===== src/hw/rtl/hsc_pkg.sv =====
// ----------------------------------------------------------------------------
// Heater session controller package
// Shared types, codes and constants for the session controller blocks.
// ----------------------------------------------------------------------------
package hsc_pkg;

  localparam int TEMP_WIDTH = 12;
  localparam int TEMP_MAX   = 2**TEMP_WIDTH - 1;

  // raw sample limit, 1000 degrees in q4
  localparam logic [13:0] RAW_MAX_Q4 = 14'd16000;

  // divide by 16*4096*100 = 2^18 * 25
  localparam int          DIV_SHIFT  = 18;
  localparam int          DIV_ODD    = 25;
  localparam logic [40:0] ROUND_HALF = 41'd3276800;
  localparam int          SAT_Q1     = (TEMP_MAX + 1) * DIV_ODD;
  localparam int          Q1_W       = $clog2(SAT_Q1);
  localparam int          RECIP_SH   = 24;
  localparam logic [19:0] RECIP_ODD  = 20'd671089;   // ceil(2^24 / 25)
  localparam int          PROD_W     = Q1_W + 20;

  // front/back queue
  localparam int QDEPTH = 2;
  localparam int QPTR_W = $clog2(QDEPTH);
  localparam int QCNT_W = $clog2(QDEPTH + 1);

  // configuration register indexes
  localparam logic [2:0] CFG_IR_PCT       = 3'd0;
  localparam logic [2:0] CFG_CAL_SLOPE    = 3'd1;
  localparam logic [2:0] CFG_CAL_OFFSET   = 3'd2;
  localparam logic [2:0] CFG_MIN_HEAT     = 3'd3;
  localparam logic [2:0] CFG_MIN_PEAK     = 3'd4;
  localparam logic [2:0] CFG_DROP_THRESH  = 3'd5;
  localparam logic [2:0] CFG_PAUSE_TMO    = 3'd6;

  typedef enum logic [1:0] {
    CMD_TICK  = 2'd0,
    CMD_START = 2'd1,
    CMD_PAUSE = 2'd2,
    CMD_STOP  = 2'd3
  } cmd_t;

  typedef enum logic [1:0] {
    ST_IDLE  = 2'd0,
    ST_HEAT  = 2'd1,
    ST_PAUSE = 2'd2
  } session_t;

  typedef enum logic [2:0] {
    EV_NONE    = 3'd0,
    EV_START   = 3'd1,
    EV_RESUME  = 3'd2,
    EV_PAUSE   = 3'd3,
    EV_REMOVED = 3'd4,
    EV_STOP    = 3'd5,
    EV_TIMEOUT = 3'd6
  } event_t;

  typedef struct packed {
    logic [7:0]  ir_correction_pct;
    logic [15:0] cal_slope_q12;
    logic [14:0] cal_offset_q4;
    logic [19:0] min_heat_ms;
    logic [11:0] min_peak;
    logic [11:0] drop_threshold;
    logic [21:0] pause_timeout_ms;
  } hsc_cfg_t;

  typedef struct packed {
    cmd_t        cmd;
    logic [31:0] now_ms;
    logic        take;
    logic [13:0] raw_q4;
    logic [9:0]  raw_deg;
    logic        fault;
  } hsc_item_t;

  typedef struct packed {
    logic              full;
    logic              empty;
    logic [QCNT_W-1:0] count;
  } q_stat_t;

endpackage


===== src/hw/rtl/heater_session_controller.sv =====
// ----------------------------------------------------------------------------
// Heater session controller
// Idle/heating/paused session control with IR temperature correction.
//
// Input channel (in_*): one transfer per tick or command (start, pause, stop).
// Each input transfer produces exactly one result transfer on out_*.
// Config channel (cfg_*): cfg_ready is always high; cfg_index selects the
// register, cfg_data carries the value, index 7 is ignored. Write only while
// no transfer is in flight.
// Path from input to result: the queue, the back end item register, then for a
// tick with an in-range sample the two multiply steps and the divide-by-constant
// step (S_MUL1, S_MUL2, S_DIV), then S_APPLY and the result register. The back
// end sequencer takes a new item only after S_APPLY is through with the last.
// A two-entry queue sits between front and back; in_stall rises when it fills.
// When out_stall is high the result register holds and the back end waits,
// the queue absorbs up to two more input transfers.
// Reset: session idle, temperatures and timestamps zero, registers at defaults.
// ----------------------------------------------------------------------------
module heater_session_controller (
  input  logic        clk,
  input  logic        rst_n,
  input  logic        in_valid,
  output logic        in_stall,
  input  logic [1:0]  in_mode,
  input  logic [31:0] in_now_ms,
  input  logic        in_sample_valid,
  input  logic [13:0] in_raw_ir_q4,
  input  logic        in_safety_fault,
  output logic        out_valid,
  input  logic        out_stall,
  output logic [1:0]  out_session_state,
  output logic        out_heater_on,
  output logic [2:0]  out_event_res,
  output logic [11:0] out_temperature,
  output logic [9:0]  out_raw_temperature,
  output logic [11:0] out_peak_temperature,
  output logic [31:0] out_heating_elapsed_ms,
  input  logic        cfg_valid,
  output logic        cfg_ready,
  input  logic [2:0]  cfg_index,
  input  logic [21:0] cfg_data
);
  import hsc_pkg::*;

  hsc_cfg_t  cfg_r, cfg_nxt;
  q_stat_t   q_stat;
  hsc_item_t push_item, pop_item;
  logic      q_push, q_pop;

  assign cfg_ready = 1'b1;

  always_comb begin
    cfg_nxt = cfg_r;
    if (cfg_valid) begin
      case (cfg_index)
        CFG_IR_PCT:      cfg_nxt.ir_correction_pct = cfg_data[7:0];
        CFG_CAL_SLOPE:   cfg_nxt.cal_slope_q12     = cfg_data[15:0];
        CFG_CAL_OFFSET:  cfg_nxt.cal_offset_q4     = cfg_data[14:0];
        CFG_MIN_HEAT:    cfg_nxt.min_heat_ms       = cfg_data[19:0];
        CFG_MIN_PEAK:    cfg_nxt.min_peak          = cfg_data[11:0];
        CFG_DROP_THRESH: cfg_nxt.drop_threshold    = cfg_data[11:0];
        CFG_PAUSE_TMO:   cfg_nxt.pause_timeout_ms  = cfg_data[21:0];
        default: begin
        end
      endcase
    end
  end

  always_ff @(posedge clk) begin
    if (!rst_n) begin
      cfg_r.ir_correction_pct <= '0;
      cfg_r.cal_slope_q12     <= 16'd4096;
      cfg_r.cal_offset_q4     <= '0;
      cfg_r.min_heat_ms       <= 20'd5000;
      cfg_r.min_peak          <= 12'd100;
      cfg_r.drop_threshold    <= 12'd5;
      cfg_r.pause_timeout_ms  <= 22'd60000;
    end else begin
      cfg_r <= cfg_nxt;
    end
  end

  hsc_front u_front (
    .in_valid        (in_valid),
    .in_stall        (in_stall),
    .in_mode         (in_mode),
    .in_now_ms       (in_now_ms),
    .in_sample_valid (in_sample_valid),
    .in_raw_ir_q4    (in_raw_ir_q4),
    .in_safety_fault (in_safety_fault),
    .q_stat          (q_stat),
    .q_push          (q_push),
    .q_item          (push_item)
  );

  hsc_queue u_queue (
    .clk     (clk),
    .rst_n   (rst_n),
    .push    (q_push),
    .wr_item (push_item),
    .pop     (q_pop),
    .rd_item (pop_item),
    .stat    (q_stat)
  );

  hsc_back u_back (
    .clk                    (clk),
    .rst_n                  (rst_n),
    .cfg                    (cfg_r),
    .q_stat                 (q_stat),
    .q_item                 (pop_item),
    .q_pop                  (q_pop),
    .out_valid              (out_valid),
    .out_stall              (out_stall),
    .out_session_state      (out_session_state),
    .out_heater_on          (out_heater_on),
    .out_event_res          (out_event_res),
    .out_temperature        (out_temperature),
    .out_raw_temperature    (out_raw_temperature),
    .out_peak_temperature   (out_peak_temperature),
    .out_heating_elapsed_ms (out_heating_elapsed_ms)
  );

`ifndef SYNTH
  a_queue_bound: assert property (@(posedge clk) disable iff (!rst_n)
    q_stat.count <= QCNT_W'(QDEPTH) && !(q_push && q_stat.full))
    else $error("queue overflow");

  a_heater_match: assert property (@(posedge clk) disable iff (!rst_n)
    out_valid |-> (out_heater_on == (out_session_state == ST_HEAT)) &&
                  (out_heater_on || out_heating_elapsed_ms == 32'd0))
    else $error("heater enable or elapsed time inconsistent with state");

  a_final_idle: assert property (@(posedge clk) disable iff (!rst_n)
    out_valid && (out_event_res == EV_REMOVED || out_event_res == EV_STOP ||
                  out_event_res == EV_TIMEOUT) |-> out_session_state == ST_IDLE)
    else $error("finalize event without idle state");

  a_start_clear: assert property (@(posedge clk) disable iff (!rst_n)
    out_valid && (out_event_res == EV_START || out_event_res == EV_RESUME) |->
      out_peak_temperature == 12'd0 && out_heating_elapsed_ms == 32'd0 &&
      out_session_state == ST_HEAT)
    else $error("start did not clear peak and elapsed time");
`endif

endmodule


===== src/hw/rtl/hsc_front.sv =====
// ----------------------------------------------------------------------------
// Heater session controller front end
// Accepts input transfers, decodes the command and qualifies the IR sample.
// ----------------------------------------------------------------------------
module hsc_front (
  input  logic               in_valid,
  output logic               in_stall,
  input  logic [1:0]         in_mode,
  input  logic [31:0]        in_now_ms,
  input  logic               in_sample_valid,
  input  logic [13:0]        in_raw_ir_q4,
  input  logic               in_safety_fault,
  input  hsc_pkg::q_stat_t   q_stat,
  output logic               q_push,
  output hsc_pkg::hsc_item_t q_item
);
  import hsc_pkg::*;

  logic [14:0] raw_rnd;

  assign in_stall = q_stat.full;
  assign q_push   = in_valid && !q_stat.full;
  assign raw_rnd  = {1'b0, in_raw_ir_q4} + 15'd8;

  always_comb begin
    q_item.cmd     = cmd_t'(in_mode);
    q_item.now_ms  = in_now_ms;
    q_item.take    = (cmd_t'(in_mode) == CMD_TICK) && in_sample_valid &&
                     (in_raw_ir_q4 <= RAW_MAX_Q4);
    q_item.raw_q4  = in_raw_ir_q4;
    q_item.raw_deg = raw_rnd[13:4];
    q_item.fault   = in_safety_fault;
  end

endmodule


===== src/hw/rtl/hsc_queue.sv =====
// ----------------------------------------------------------------------------
// Heater session controller queue
// Short FIFO between the front end and the back end.
// ----------------------------------------------------------------------------
module hsc_queue (
  input  logic               clk,
  input  logic               rst_n,
  input  logic               push,
  input  hsc_pkg::hsc_item_t wr_item,
  input  logic               pop,
  output hsc_pkg::hsc_item_t rd_item,
  output hsc_pkg::q_stat_t   stat
);
  import hsc_pkg::*;

  hsc_item_t         mem_r [QDEPTH];
  logic [QPTR_W-1:0] wr_ptr_r, wr_ptr_nxt;
  logic [QPTR_W-1:0] rd_ptr_r, rd_ptr_nxt;
  logic [QCNT_W-1:0] cnt_r, cnt_nxt;
  logic              do_push, do_pop;

  assign do_push = push && (cnt_r != QCNT_W'(QDEPTH));
  assign do_pop  = pop && (cnt_r != '0);

  always_comb begin
    wr_ptr_nxt = wr_ptr_r;
    rd_ptr_nxt = rd_ptr_r;
    cnt_nxt    = cnt_r;
    if (do_push) begin
      wr_ptr_nxt = (wr_ptr_r == QPTR_W'(QDEPTH - 1)) ? '0 : wr_ptr_r + 1'b1;
    end
    if (do_pop) begin
      rd_ptr_nxt = (rd_ptr_r == QPTR_W'(QDEPTH - 1)) ? '0 : rd_ptr_r + 1'b1;
    end
    if (do_push && !do_pop) begin
      cnt_nxt = cnt_r + 1'b1;
    end else if (do_pop && !do_push) begin
      cnt_nxt = cnt_r - 1'b1;
    end
  end

  always_ff @(posedge clk) begin
    if (!rst_n) begin
      wr_ptr_r <= '0;
      rd_ptr_r <= '0;
      cnt_r    <= '0;
    end else begin
      wr_ptr_r <= wr_ptr_nxt;
      rd_ptr_r <= rd_ptr_nxt;
      cnt_r    <= cnt_nxt;
    end
  end

  always_ff @(posedge clk) begin
    if (do_push) begin
      mem_r[wr_ptr_r] <= wr_item;
    end
  end

  assign rd_item    = mem_r[rd_ptr_r];
  assign stat.full  = (cnt_r == QCNT_W'(QDEPTH));
  assign stat.empty = (cnt_r == '0);
  assign stat.count = cnt_r;

endmodule


===== src/hw/rtl/hsc_back.sv =====
// ----------------------------------------------------------------------------
// Heater session controller back end
// Sample correction sequencer, session state machine and result register.
// ----------------------------------------------------------------------------
module hsc_back (
  input  logic               clk,
  input  logic               rst_n,
  input  hsc_pkg::hsc_cfg_t  cfg,
  input  hsc_pkg::q_stat_t   q_stat,
  input  hsc_pkg::hsc_item_t q_item,
  output logic               q_pop,
  output logic               out_valid,
  input  logic               out_stall,
  output logic [1:0]         out_session_state,
  output logic               out_heater_on,
  output logic [2:0]         out_event_res,
  output logic [11:0]        out_temperature,
  output logic [9:0]         out_raw_temperature,
  output logic [11:0]        out_peak_temperature,
  output logic [31:0]        out_heating_elapsed_ms
);
  import hsc_pkg::*;

  typedef enum logic [2:0] {
    S_IDLE,
    S_MUL1,
    S_MUL2,
    S_DIV,
    S_APPLY
  } bstate_t;

  bstate_t                 state_r, state_nxt;
  hsc_item_t               item_r, item_nxt;
  logic signed [23:0]      p1_r, p1_nxt;
  logic [19:0]             offm_r, offm_nxt;
  logic signed [40:0]      n_r, n_nxt;
  logic                    neg_r, neg_nxt;
  logic                    sat_r, sat_nxt;
  logic [PROD_W-1:0]       prod_r, prod_nxt;

  session_t                session_r, session_nxt;
  logic [TEMP_WIDTH-1:0]   cur_temp_r, cur_temp_nxt;
  logic [9:0]              raw_temp_r, raw_temp_nxt;
  logic [TEMP_WIDTH-1:0]   peak_r, peak_nxt;
  logic [31:0]             heat_start_r, heat_start_nxt;
  logic [31:0]             pause_start_r, pause_start_nxt;

  logic                    ov_r, ov_nxt;
  logic [1:0]              o_state_r, o_state_nxt;
  logic                    o_heat_r, o_heat_nxt;
  logic [2:0]              o_ev_r, o_ev_nxt;
  logic [11:0]             o_temp_r, o_temp_nxt;
  logic [9:0]              o_raw_r, o_raw_nxt;
  logic [11:0]             o_peak_r, o_peak_nxt;
  logic [31:0]             o_elap_r, o_elap_nxt;

  logic signed [8:0]       fac;
  logic [19:0]             offx;
  logic [TEMP_WIDTH-1:0]   t_corr, t_new, peak_max;
  logic [9:0]              raw_new;
  logic [31:0]             heat_el, pause_el;
  logic                    drop, tmo;
  event_t                  ev;

  assign fac  = $signed({cfg.ir_correction_pct[7], cfg.ir_correction_pct}) + 9'sd100;
  assign offx = {{5{cfg.cal_offset_q4[14]}}, cfg.cal_offset_q4};

  assign t_corr   = neg_r ? '0 :
                    sat_r ? TEMP_WIDTH'(TEMP_MAX) : prod_r[RECIP_SH +: TEMP_WIDTH];
  assign t_new    = item_r.take ? t_corr : cur_temp_r;
  assign raw_new  = item_r.take ? item_r.raw_deg : raw_temp_r;
  assign peak_max = (t_new > peak_r) ? t_new : peak_r;
  assign heat_el  = item_r.now_ms - heat_start_r;
  assign pause_el = item_r.now_ms - pause_start_r;
  assign drop     = (heat_el >= {12'd0, cfg.min_heat_ms}) &&
                    (peak_max >= cfg.min_peak) &&
                    (cfg.drop_threshold <= peak_max) &&
                    (t_new <= peak_max - cfg.drop_threshold);
  assign tmo      = pause_el >= {10'd0, cfg.pause_timeout_ms};

  always_comb begin
    state_nxt       = state_r;
    item_nxt        = item_r;
    p1_nxt          = p1_r;
    offm_nxt        = offm_r;
    n_nxt           = n_r;
    neg_nxt         = neg_r;
    sat_nxt         = sat_r;
    prod_nxt        = prod_r;
    session_nxt     = session_r;
    cur_temp_nxt    = cur_temp_r;
    raw_temp_nxt    = raw_temp_r;
    peak_nxt        = peak_r;
    heat_start_nxt  = heat_start_r;
    pause_start_nxt = pause_start_r;
    ov_nxt          = ov_r;
    o_state_nxt     = o_state_r;
    o_heat_nxt      = o_heat_r;
    o_ev_nxt        = o_ev_r;
    o_temp_nxt      = o_temp_r;
    o_raw_nxt       = o_raw_r;
    o_peak_nxt      = o_peak_r;
    o_elap_nxt      = o_elap_r;
    q_pop           = 1'b0;
    ev              = EV_NONE;

    if (ov_r && !out_stall) begin
      ov_nxt = 1'b0;
    end

    case (state_r)
      S_IDLE: begin
        if (!q_stat.empty) begin
          q_pop     = 1'b1;
          item_nxt  = q_item;
          state_nxt = q_item.take ? S_MUL1 : S_APPLY;
        end
      end
      S_MUL1: begin
        p1_nxt    = $signed({1'b0, item_r.raw_q4}) * fac;
        offm_nxt  = (offx << 4) + (offx << 3) + offx;
        state_nxt = S_MUL2;
      end
      S_MUL2: begin
        n_nxt     = p1_r * $signed({1'b0, cfg.cal_slope_q12}) +
                    $signed({{7{offm_r[19]}}, offm_r, 14'd0}) + $signed(ROUND_HALF);
        state_nxt = S_DIV;
      end
      S_DIV: begin
        neg_nxt   = n_r[40];
        sat_nxt   = n_r[39:DIV_SHIFT] >= (40 - DIV_SHIFT)'(SAT_Q1);
        prod_nxt  = n_r[DIV_SHIFT +: Q1_W] * RECIP_ODD;
        state_nxt = S_APPLY;
      end
      S_APPLY: begin
        if (!ov_r || !out_stall) begin
          cur_temp_nxt = t_new;
          raw_temp_nxt = raw_new;
          case (item_r.cmd)
            CMD_TICK: begin
              if (session_r == ST_HEAT) begin
                if (item_r.fault) begin
                  session_nxt     = ST_PAUSE;
                  pause_start_nxt = item_r.now_ms;
                  ev              = EV_PAUSE;
                end else begin
                  peak_nxt = peak_max;
                  if (drop) begin
                    session_nxt = ST_IDLE;
                    ev          = EV_REMOVED;
                  end
                end
              end else if (session_r == ST_PAUSE && tmo) begin
                session_nxt = ST_IDLE;
                ev          = EV_TIMEOUT;
              end
            end
            CMD_START: begin
              if (session_r != ST_HEAT) begin
                ev             = (session_r == ST_PAUSE) ? EV_RESUME : EV_START;
                session_nxt    = ST_HEAT;
                peak_nxt       = '0;
                heat_start_nxt = item_r.now_ms;
              end
            end
            CMD_PAUSE: begin
              if (session_r == ST_HEAT) begin
                session_nxt     = ST_PAUSE;
                pause_start_nxt = item_r.now_ms;
                ev              = EV_PAUSE;
              end
            end
            CMD_STOP: begin
              if (session_r == ST_HEAT) begin
                session_nxt = ST_IDLE;
                ev          = EV_STOP;
              end
            end
            default: begin
            end
          endcase
          ov_nxt      = 1'b1;
          o_state_nxt = session_nxt;
          o_heat_nxt  = (session_nxt == ST_HEAT);
          o_ev_nxt    = ev;
          o_temp_nxt  = 12'(cur_temp_nxt);
          o_raw_nxt   = raw_temp_nxt;
          o_peak_nxt  = 12'(peak_nxt);
          o_elap_nxt  = (session_nxt == ST_HEAT) ? item_r.now_ms - heat_start_nxt : '0;
          state_nxt   = S_IDLE;
        end
      end
      default: begin
        state_nxt = S_IDLE;
      end
    endcase
  end

  always_ff @(posedge clk) begin
    if (!rst_n) begin
      state_r       <= S_IDLE;
      session_r     <= ST_IDLE;
      cur_temp_r    <= '0;
      raw_temp_r    <= '0;
      peak_r        <= '0;
      heat_start_r  <= '0;
      pause_start_r <= '0;
      ov_r          <= 1'b0;
    end else begin
      state_r       <= state_nxt;
      item_r        <= item_nxt;
      p1_r          <= p1_nxt;
      offm_r        <= offm_nxt;
      n_r           <= n_nxt;
      neg_r         <= neg_nxt;
      sat_r         <= sat_nxt;
      prod_r        <= prod_nxt;
      session_r     <= session_nxt;
      cur_temp_r    <= cur_temp_nxt;
      raw_temp_r    <= raw_temp_nxt;
      peak_r        <= peak_nxt;
      heat_start_r  <= heat_start_nxt;
      pause_start_r <= pause_start_nxt;
      ov_r          <= ov_nxt;
      o_state_r     <= o_state_nxt;
      o_heat_r      <= o_heat_nxt;
      o_ev_r        <= o_ev_nxt;
      o_temp_r      <= o_temp_nxt;
      o_raw_r       <= o_raw_nxt;
      o_peak_r      <= o_peak_nxt;
      o_elap_r      <= o_elap_nxt;
    end
  end

  assign out_valid              = ov_r;
  assign out_session_state      = o_state_r;
  assign out_heater_on          = o_heat_r;
  assign out_event_res          = o_ev_r;
  assign out_temperature        = o_temp_r;
  assign out_raw_temperature    = o_raw_r;
  assign out_peak_temperature   = o_peak_r;
  assign out_heating_elapsed_ms = o_elap_r;

endmodule

===== config.mk =====
export PLATFORM = sky130hd
export DESIGN_NAME = heater_session_controller
export DESIGN_NICKNAME = d
export VERILOG_FILES = /design/src/hw/rtl/hsc_pkg.sv /design/src/hw/rtl/heater_session_controller.sv /design/src/hw/rtl/hsc_front.sv /design/src/hw/rtl/hsc_queue.sv /design/src/hw/rtl/hsc_back.sv
export SDC_FILE = /design/constraint.sdc
export NUM_CORES = 2
export LEC_CHECK = 0
export ABC_AREA = 1
export BUFFER_PORTS_ARGS = -buffer_cell sky130_fd_sc_hd__clkbuf_2
export CAP_MARGIN = 10
export CORE_MARGIN = 2
export CORE_UTILIZATION = 60
export CTS_BUF_LIST = sky130_fd_sc_hd__clkbuf_4 sky130_fd_sc_hd__clkbuf_8
export DETAILED_ROUTE_END_ITERATION = 6
export GPL_TIMING_DRIVEN = 0
export HOLD_SLACK_MARGIN = 0.06
export PLACE_DENSITY = 0.77
export REMOVE_ABC_BUFFERS = 1
export SLEW_MARGIN = 20
export SYNTH_ARGS = -nofsm -noshare
export SYNTH_HDL_FRONTEND = slang
export SYNTH_SLANG_ARGS = --single-unit

===== constraint.sdc =====
create_clock -name clk -period 13.7 [get_ports clk]
set_input_delay 1.37 -clock clk [delete_from_list [all_inputs] [get_ports clk]]
set_output_delay 1.37 -clock clk [all_outputs]
set_load 0.05 [all_outputs]

==> flow_summary.rst <==
.. list-table::
   :header-rows: 1

   * - Metric
     - Value
   * - Arrival time of data at the critical path endpoint
     - just under 9 ns
   * - Initial DRC count
     - 2877
   * - Cell count after synthesis
     - 6385
   * - Half-perimeter wire length of the detailed placement result
     - between 100 and 150 mm
   * - Gp weighted congestion
     - ~0.96
   * - Clock sink count
     - 547
   * - Die extent in y
     - 305 um
   * - Sequential element share of the synthesized area
     - 0.264
   * - Clock Latency Late Sink
     - 0.75 ns
   * - Max Clock Freq
     - 120 MHz
   * - Final global-route overflow total
     - 0
   * - Area of the mapped netlist
     - 54200 um^2
   * - CP Class
     - flip-flop to flip-flop
   * - Final Slew Violations
     - 0
   * - Peak per-stage delay on the critical path
     - 0.81 ns
   * - H-Tree Depth
     - 3
   * - Remaining max-slew budget at the tightest pin
     - 0.200
   * - Number of global-route vias before repair
     - 42169
   * - Clock transition at path regs
     - 0.08 ns
   * - EDFF count, synth
     - 333
   * - Die W
     - a little over 300 um
   * - Remaining routing DRC violations
     - 0
   * - Fin nets
     - 7698
   * - Number of antenna violations at the first check in global routing
     - 2
   * - Cell at the root of the clock tree
     - sky130_fd_sc_hd__clkbuf_8
   * - Largest net degree at the start of global routing
     - 134
   * - Share of flip-flops with an asynchronous set or reset after synthesis
     - 0
   * - Number of maximum-capacitance constraint violations
     - 0
   * - Detail-routed via count per cell
     - 5.40
   * - GRT Util Overall
     - 0.296
   * - Number of register bits inferred by synthesis
     - 547
   * - Number of detailed-routing iterations run before antenna repair
     - 5
   * - Count of endpoints failing setup in the final report
     - 0
   * - Number of buffers added by the clock tree synthesis step
     - 88
   * - Syn_area_per_cell
     - 8.49 um^2
   * - Maximum fanout along the worst path
     - 33
   * - Predominant post-synthesis flop cell
     - sky130_fd_sc_hd__edfxtp_1
   * - Post-CTS Hold Fix Bufs
     - 0
   * - Effective utilization at floorplan
     - 0.604
   * - Master of the slowest instance on the critical path
     - sky130_fd_sc_hd__edfxtp_1
   * - Post-cts gate resize count
     - 0
   * - Number of I/O port buffers
     - between 150 and 200
   * - Site Rows
     - 110
   * - RSZ-0062 raised after global routing
     - no
   * - CP startpoint kind
     - flip-flop
   * - Bufs on Longest Clock Path
     - 3
   * - Final Routed Wirelength
     - 135 mm
   * - Remaining antenna violation count
     - 0
   * - Die Footprint
     - slightly above 90000 um^2
   * - Core area
     - 89700 um^2
   * - Synth cell types
     - 54
   * - Hold crit path type
     - flip-flop to flip-flop
   * - Area delta synth->final
     - 7.18%
   * - CP Capture Type
     - flip-flop
   * - Post-layout minimum cycle time
     - 8.31 ns
   * - Warnings, synthesis
     - 0
   * - Post-route fraction of the period consumed by the critical path
     - 0.606
   * - Endpoint required time on the critical path
     - 14.27 ns
   * - Routed length per placed instance
     - 17.5 um
   * - Setup bufs post-CTS
     - 0
   * - Run status
     - finished clean
   * - TritonCTS clock tree
     - built
   * - Share of layout cells above drive strength 1
     - 0.0703
   * - Post-Route Setup TNS
     - 0 ns
   * - Final-report hold violation count
     - 0
   * - Transition at the pin with the smallest max-transition slack
     - 1.20 ns
   * - Top-level I/O count
     - 155
   * - Routed vias
     - 41602
   * - First-pass GRT wire length
     - 218 mm
   * - Final setup skew
     - 0.0471 ns
-- worst max-delay path, delay by kind of cell (launching register included) --
family | cells | cell delay [ns]
adders and majority gates | 3 | 0.96
and+or+nand+nor | 20 | 2.99
DFF | 1 | 0.81
AOI/OAI and AO/OA | 11 | 2.48
xor gates and xnor gates | 1 | 0.15
buffers and inverters | 5 | 0.70
-- stage by stage --
stage / cells / hold slack (ns) / setup WS, ns / cell area [um^2] / util
final: 7703 / 0.445 / 5.39 / 58100 / 0.647
after CTS: 7701 / 0.444 / 5.49 / 58100 / 0.647
after global routing: 7702 / 0.450 / 4.28 / 58100 / 0.647
after detailed placement: 7537 / 0.406 / 5.55 / 56100 / 0.625
after floorplan: 6191 / 0.400 / 7.39 / 53500 / -
after global placement: 7520 / 0.405 / 2.52 / 55700 / 0.621
-- cell usage in the layout (no fill, tap or decap), types with 7 or more instances in the layout --
cell,instances
sky130_fd_sc_hd__inv_1,1483
sky130_fd_sc_hd__nand2_1,1242
sky130_fd_sc_hd__fa_1,612
sky130_fd_sc_hd__ha_1,555
sky130_fd_sc_hd__a21oi_1,398
sky130_fd_sc_hd__nor2_1,385
sky130_fd_sc_hd__o21ai_0,374
sky130_fd_sc_hd__edfxtp_1,333
sky130_fd_sc_hd__dfxtp_1,202
sky130_fd_sc_hd__clkbuf_2,152
sky130_fd_sc_hd__xor2_1,115
sky130_fd_sc_hd__clkbuf_8,93
sky130_fd_sc_hd__nand3_1,88
sky130_fd_sc_hd__mux2_2,60
sky130_fd_sc_hd__xnor2_1,50
sky130_fd_sc_hd__nor2_2,38
sky130_fd_sc_hd__nand4_1,35
sky130_fd_sc_hd__nor3_1,31
sky130_fd_sc_hd__a31oi_1,26
sky130_fd_sc_hd__clkbuf_4,24
sky130_fd_sc_hd__o211ai_1,23
sky130_fd_sc_hd__o21bai_1,19
sky130_fd_sc_hd__clkinv_2,19
sky130_fd_sc_hd__clkinv_1,13
sky130_fd_sc_hd__o21a_1,11
sky130_fd_sc_hd__dfxtp_2,11
sky130_fd_sc_hd__a21o_1,10
sky130_fd_sc_hd__nand3b_1,9
sky130_fd_sc_hd__bufinv_16,8
sky130_fd_sc_hd__buf_12,8
sky130_fd_sc_hd__a211oi_1,7
-- routing by layer --
metal	share of wire	GRT usage	vias to the layer above	wire length, um
li1	-	-	19940	-
met1	0.42	0.392	19986	56700
met2	0.47	0.493	1397	62900
met3	0.072	0.0440	279	9730
met4	0.041	0.116	0	5470
met5	0	0	-	0
-- cells in the mapped netlist (60+ instances only) --
library cell,n,area share
sky130_fd_sc_hd__nand2_1,1242,0.086
sky130_fd_sc_hd__o21ai_0,374,0.035
sky130_fd_sc_hd__nand3_1,88,0.0081
sky130_fd_sc_hd__dfxtp_1,214,0.079
sky130_fd_sc_hd__edfxtp_1,333,0.18
sky130_fd_sc_hd__ha_1,555,0.13
sky130_fd_sc_hd__clkbuf_1,182,0.013
sky130_fd_sc_hd__xor2_1,115,0.019
sky130_fd_sc_hd__fa_1,612,0.23
sky130_fd_sc_hd__mux2_2,60,0.012
sky130_fd_sc_hd__inv_1,1484,0.10
sky130_fd_sc_hd__nor2_1,393,0.027
sky130_fd_sc_hd__a21oi_1,398,0.037
-- worst paths after layout --
| kind | start | end | slack, ns | cells after the start |
|---|---|---|---|---|
| hold reg to reg | u_back.n_r[40]$_DFFE_PP_ | u_back.neg_r$_DFFE_PP_ | 0.44 | 0 |
| setup reg to reg | u_back.item_r[25]$_DFFE_PP_ | u_back.out_heating_elapsed_ms[2]$_SDFFCE_PP0P_ | 5.39 | 40 |
| hold / removal | u_back.n_r[40]$_DFFE_PP_ | u_back.neg_r$_DFFE_PP_ | 0.44 | 0 |
| setup / recovery | u_back.item_r[25]$_DFFE_PP_ | u_back.out_heating_elapsed_ms[2]$_SDFFCE_PP0P_ | 5.39 | 40 |
-- cell type report --
type                       count  area, um^2
fill                        7540       31600
tap                         1176        1470
inverter                    1491        5600
clock inverter                48         520
timing repair buffer         170        1130
clock buffer                 116        1450
sequential                   547       14300
antenna                        2        5.00
multi-input combinational   4153       33600
-- logic make-up after synthesis --
kind of cell | share of synthesized area
and+or+nand+nor | 0.137
buffers and inverters | 0.117
adders and majority gates | 0.354
AOI/OAI and AO/OA | 0.0888
DFF | 0.264
xor gates and xnor gates | 0.0267
muxes | 0.0125
other | 0.0000692
-- registers in the layout (all words and copies together) (netlist names), 3 cells and up, named ones only --
register,cells
u_queue.mem_r,120
cfg_r,105
u_back.offm_r,20
u_back.state_r,3
u_back.heat_start_r,32
u_back.out_raw_temperature,10
u_back.p1_r,24
u_back.n_r,23
u_back.out_event_res,3
u_back.out_heating_elapsed_ms,32
u_back.item_r,60
u_back.raw_temp_r,10
u_back.out_temperature,12
u_back.peak_r,12
u_back.out_peak_temperature,12
u_back.cur_temp_r,12
u_back.pause_start_r,32
u_back.prod_r,12
Power is left out: the tool's default activity adds up to more than one toggle a clock period on the data nets, which glitch-free logic cannot reach.
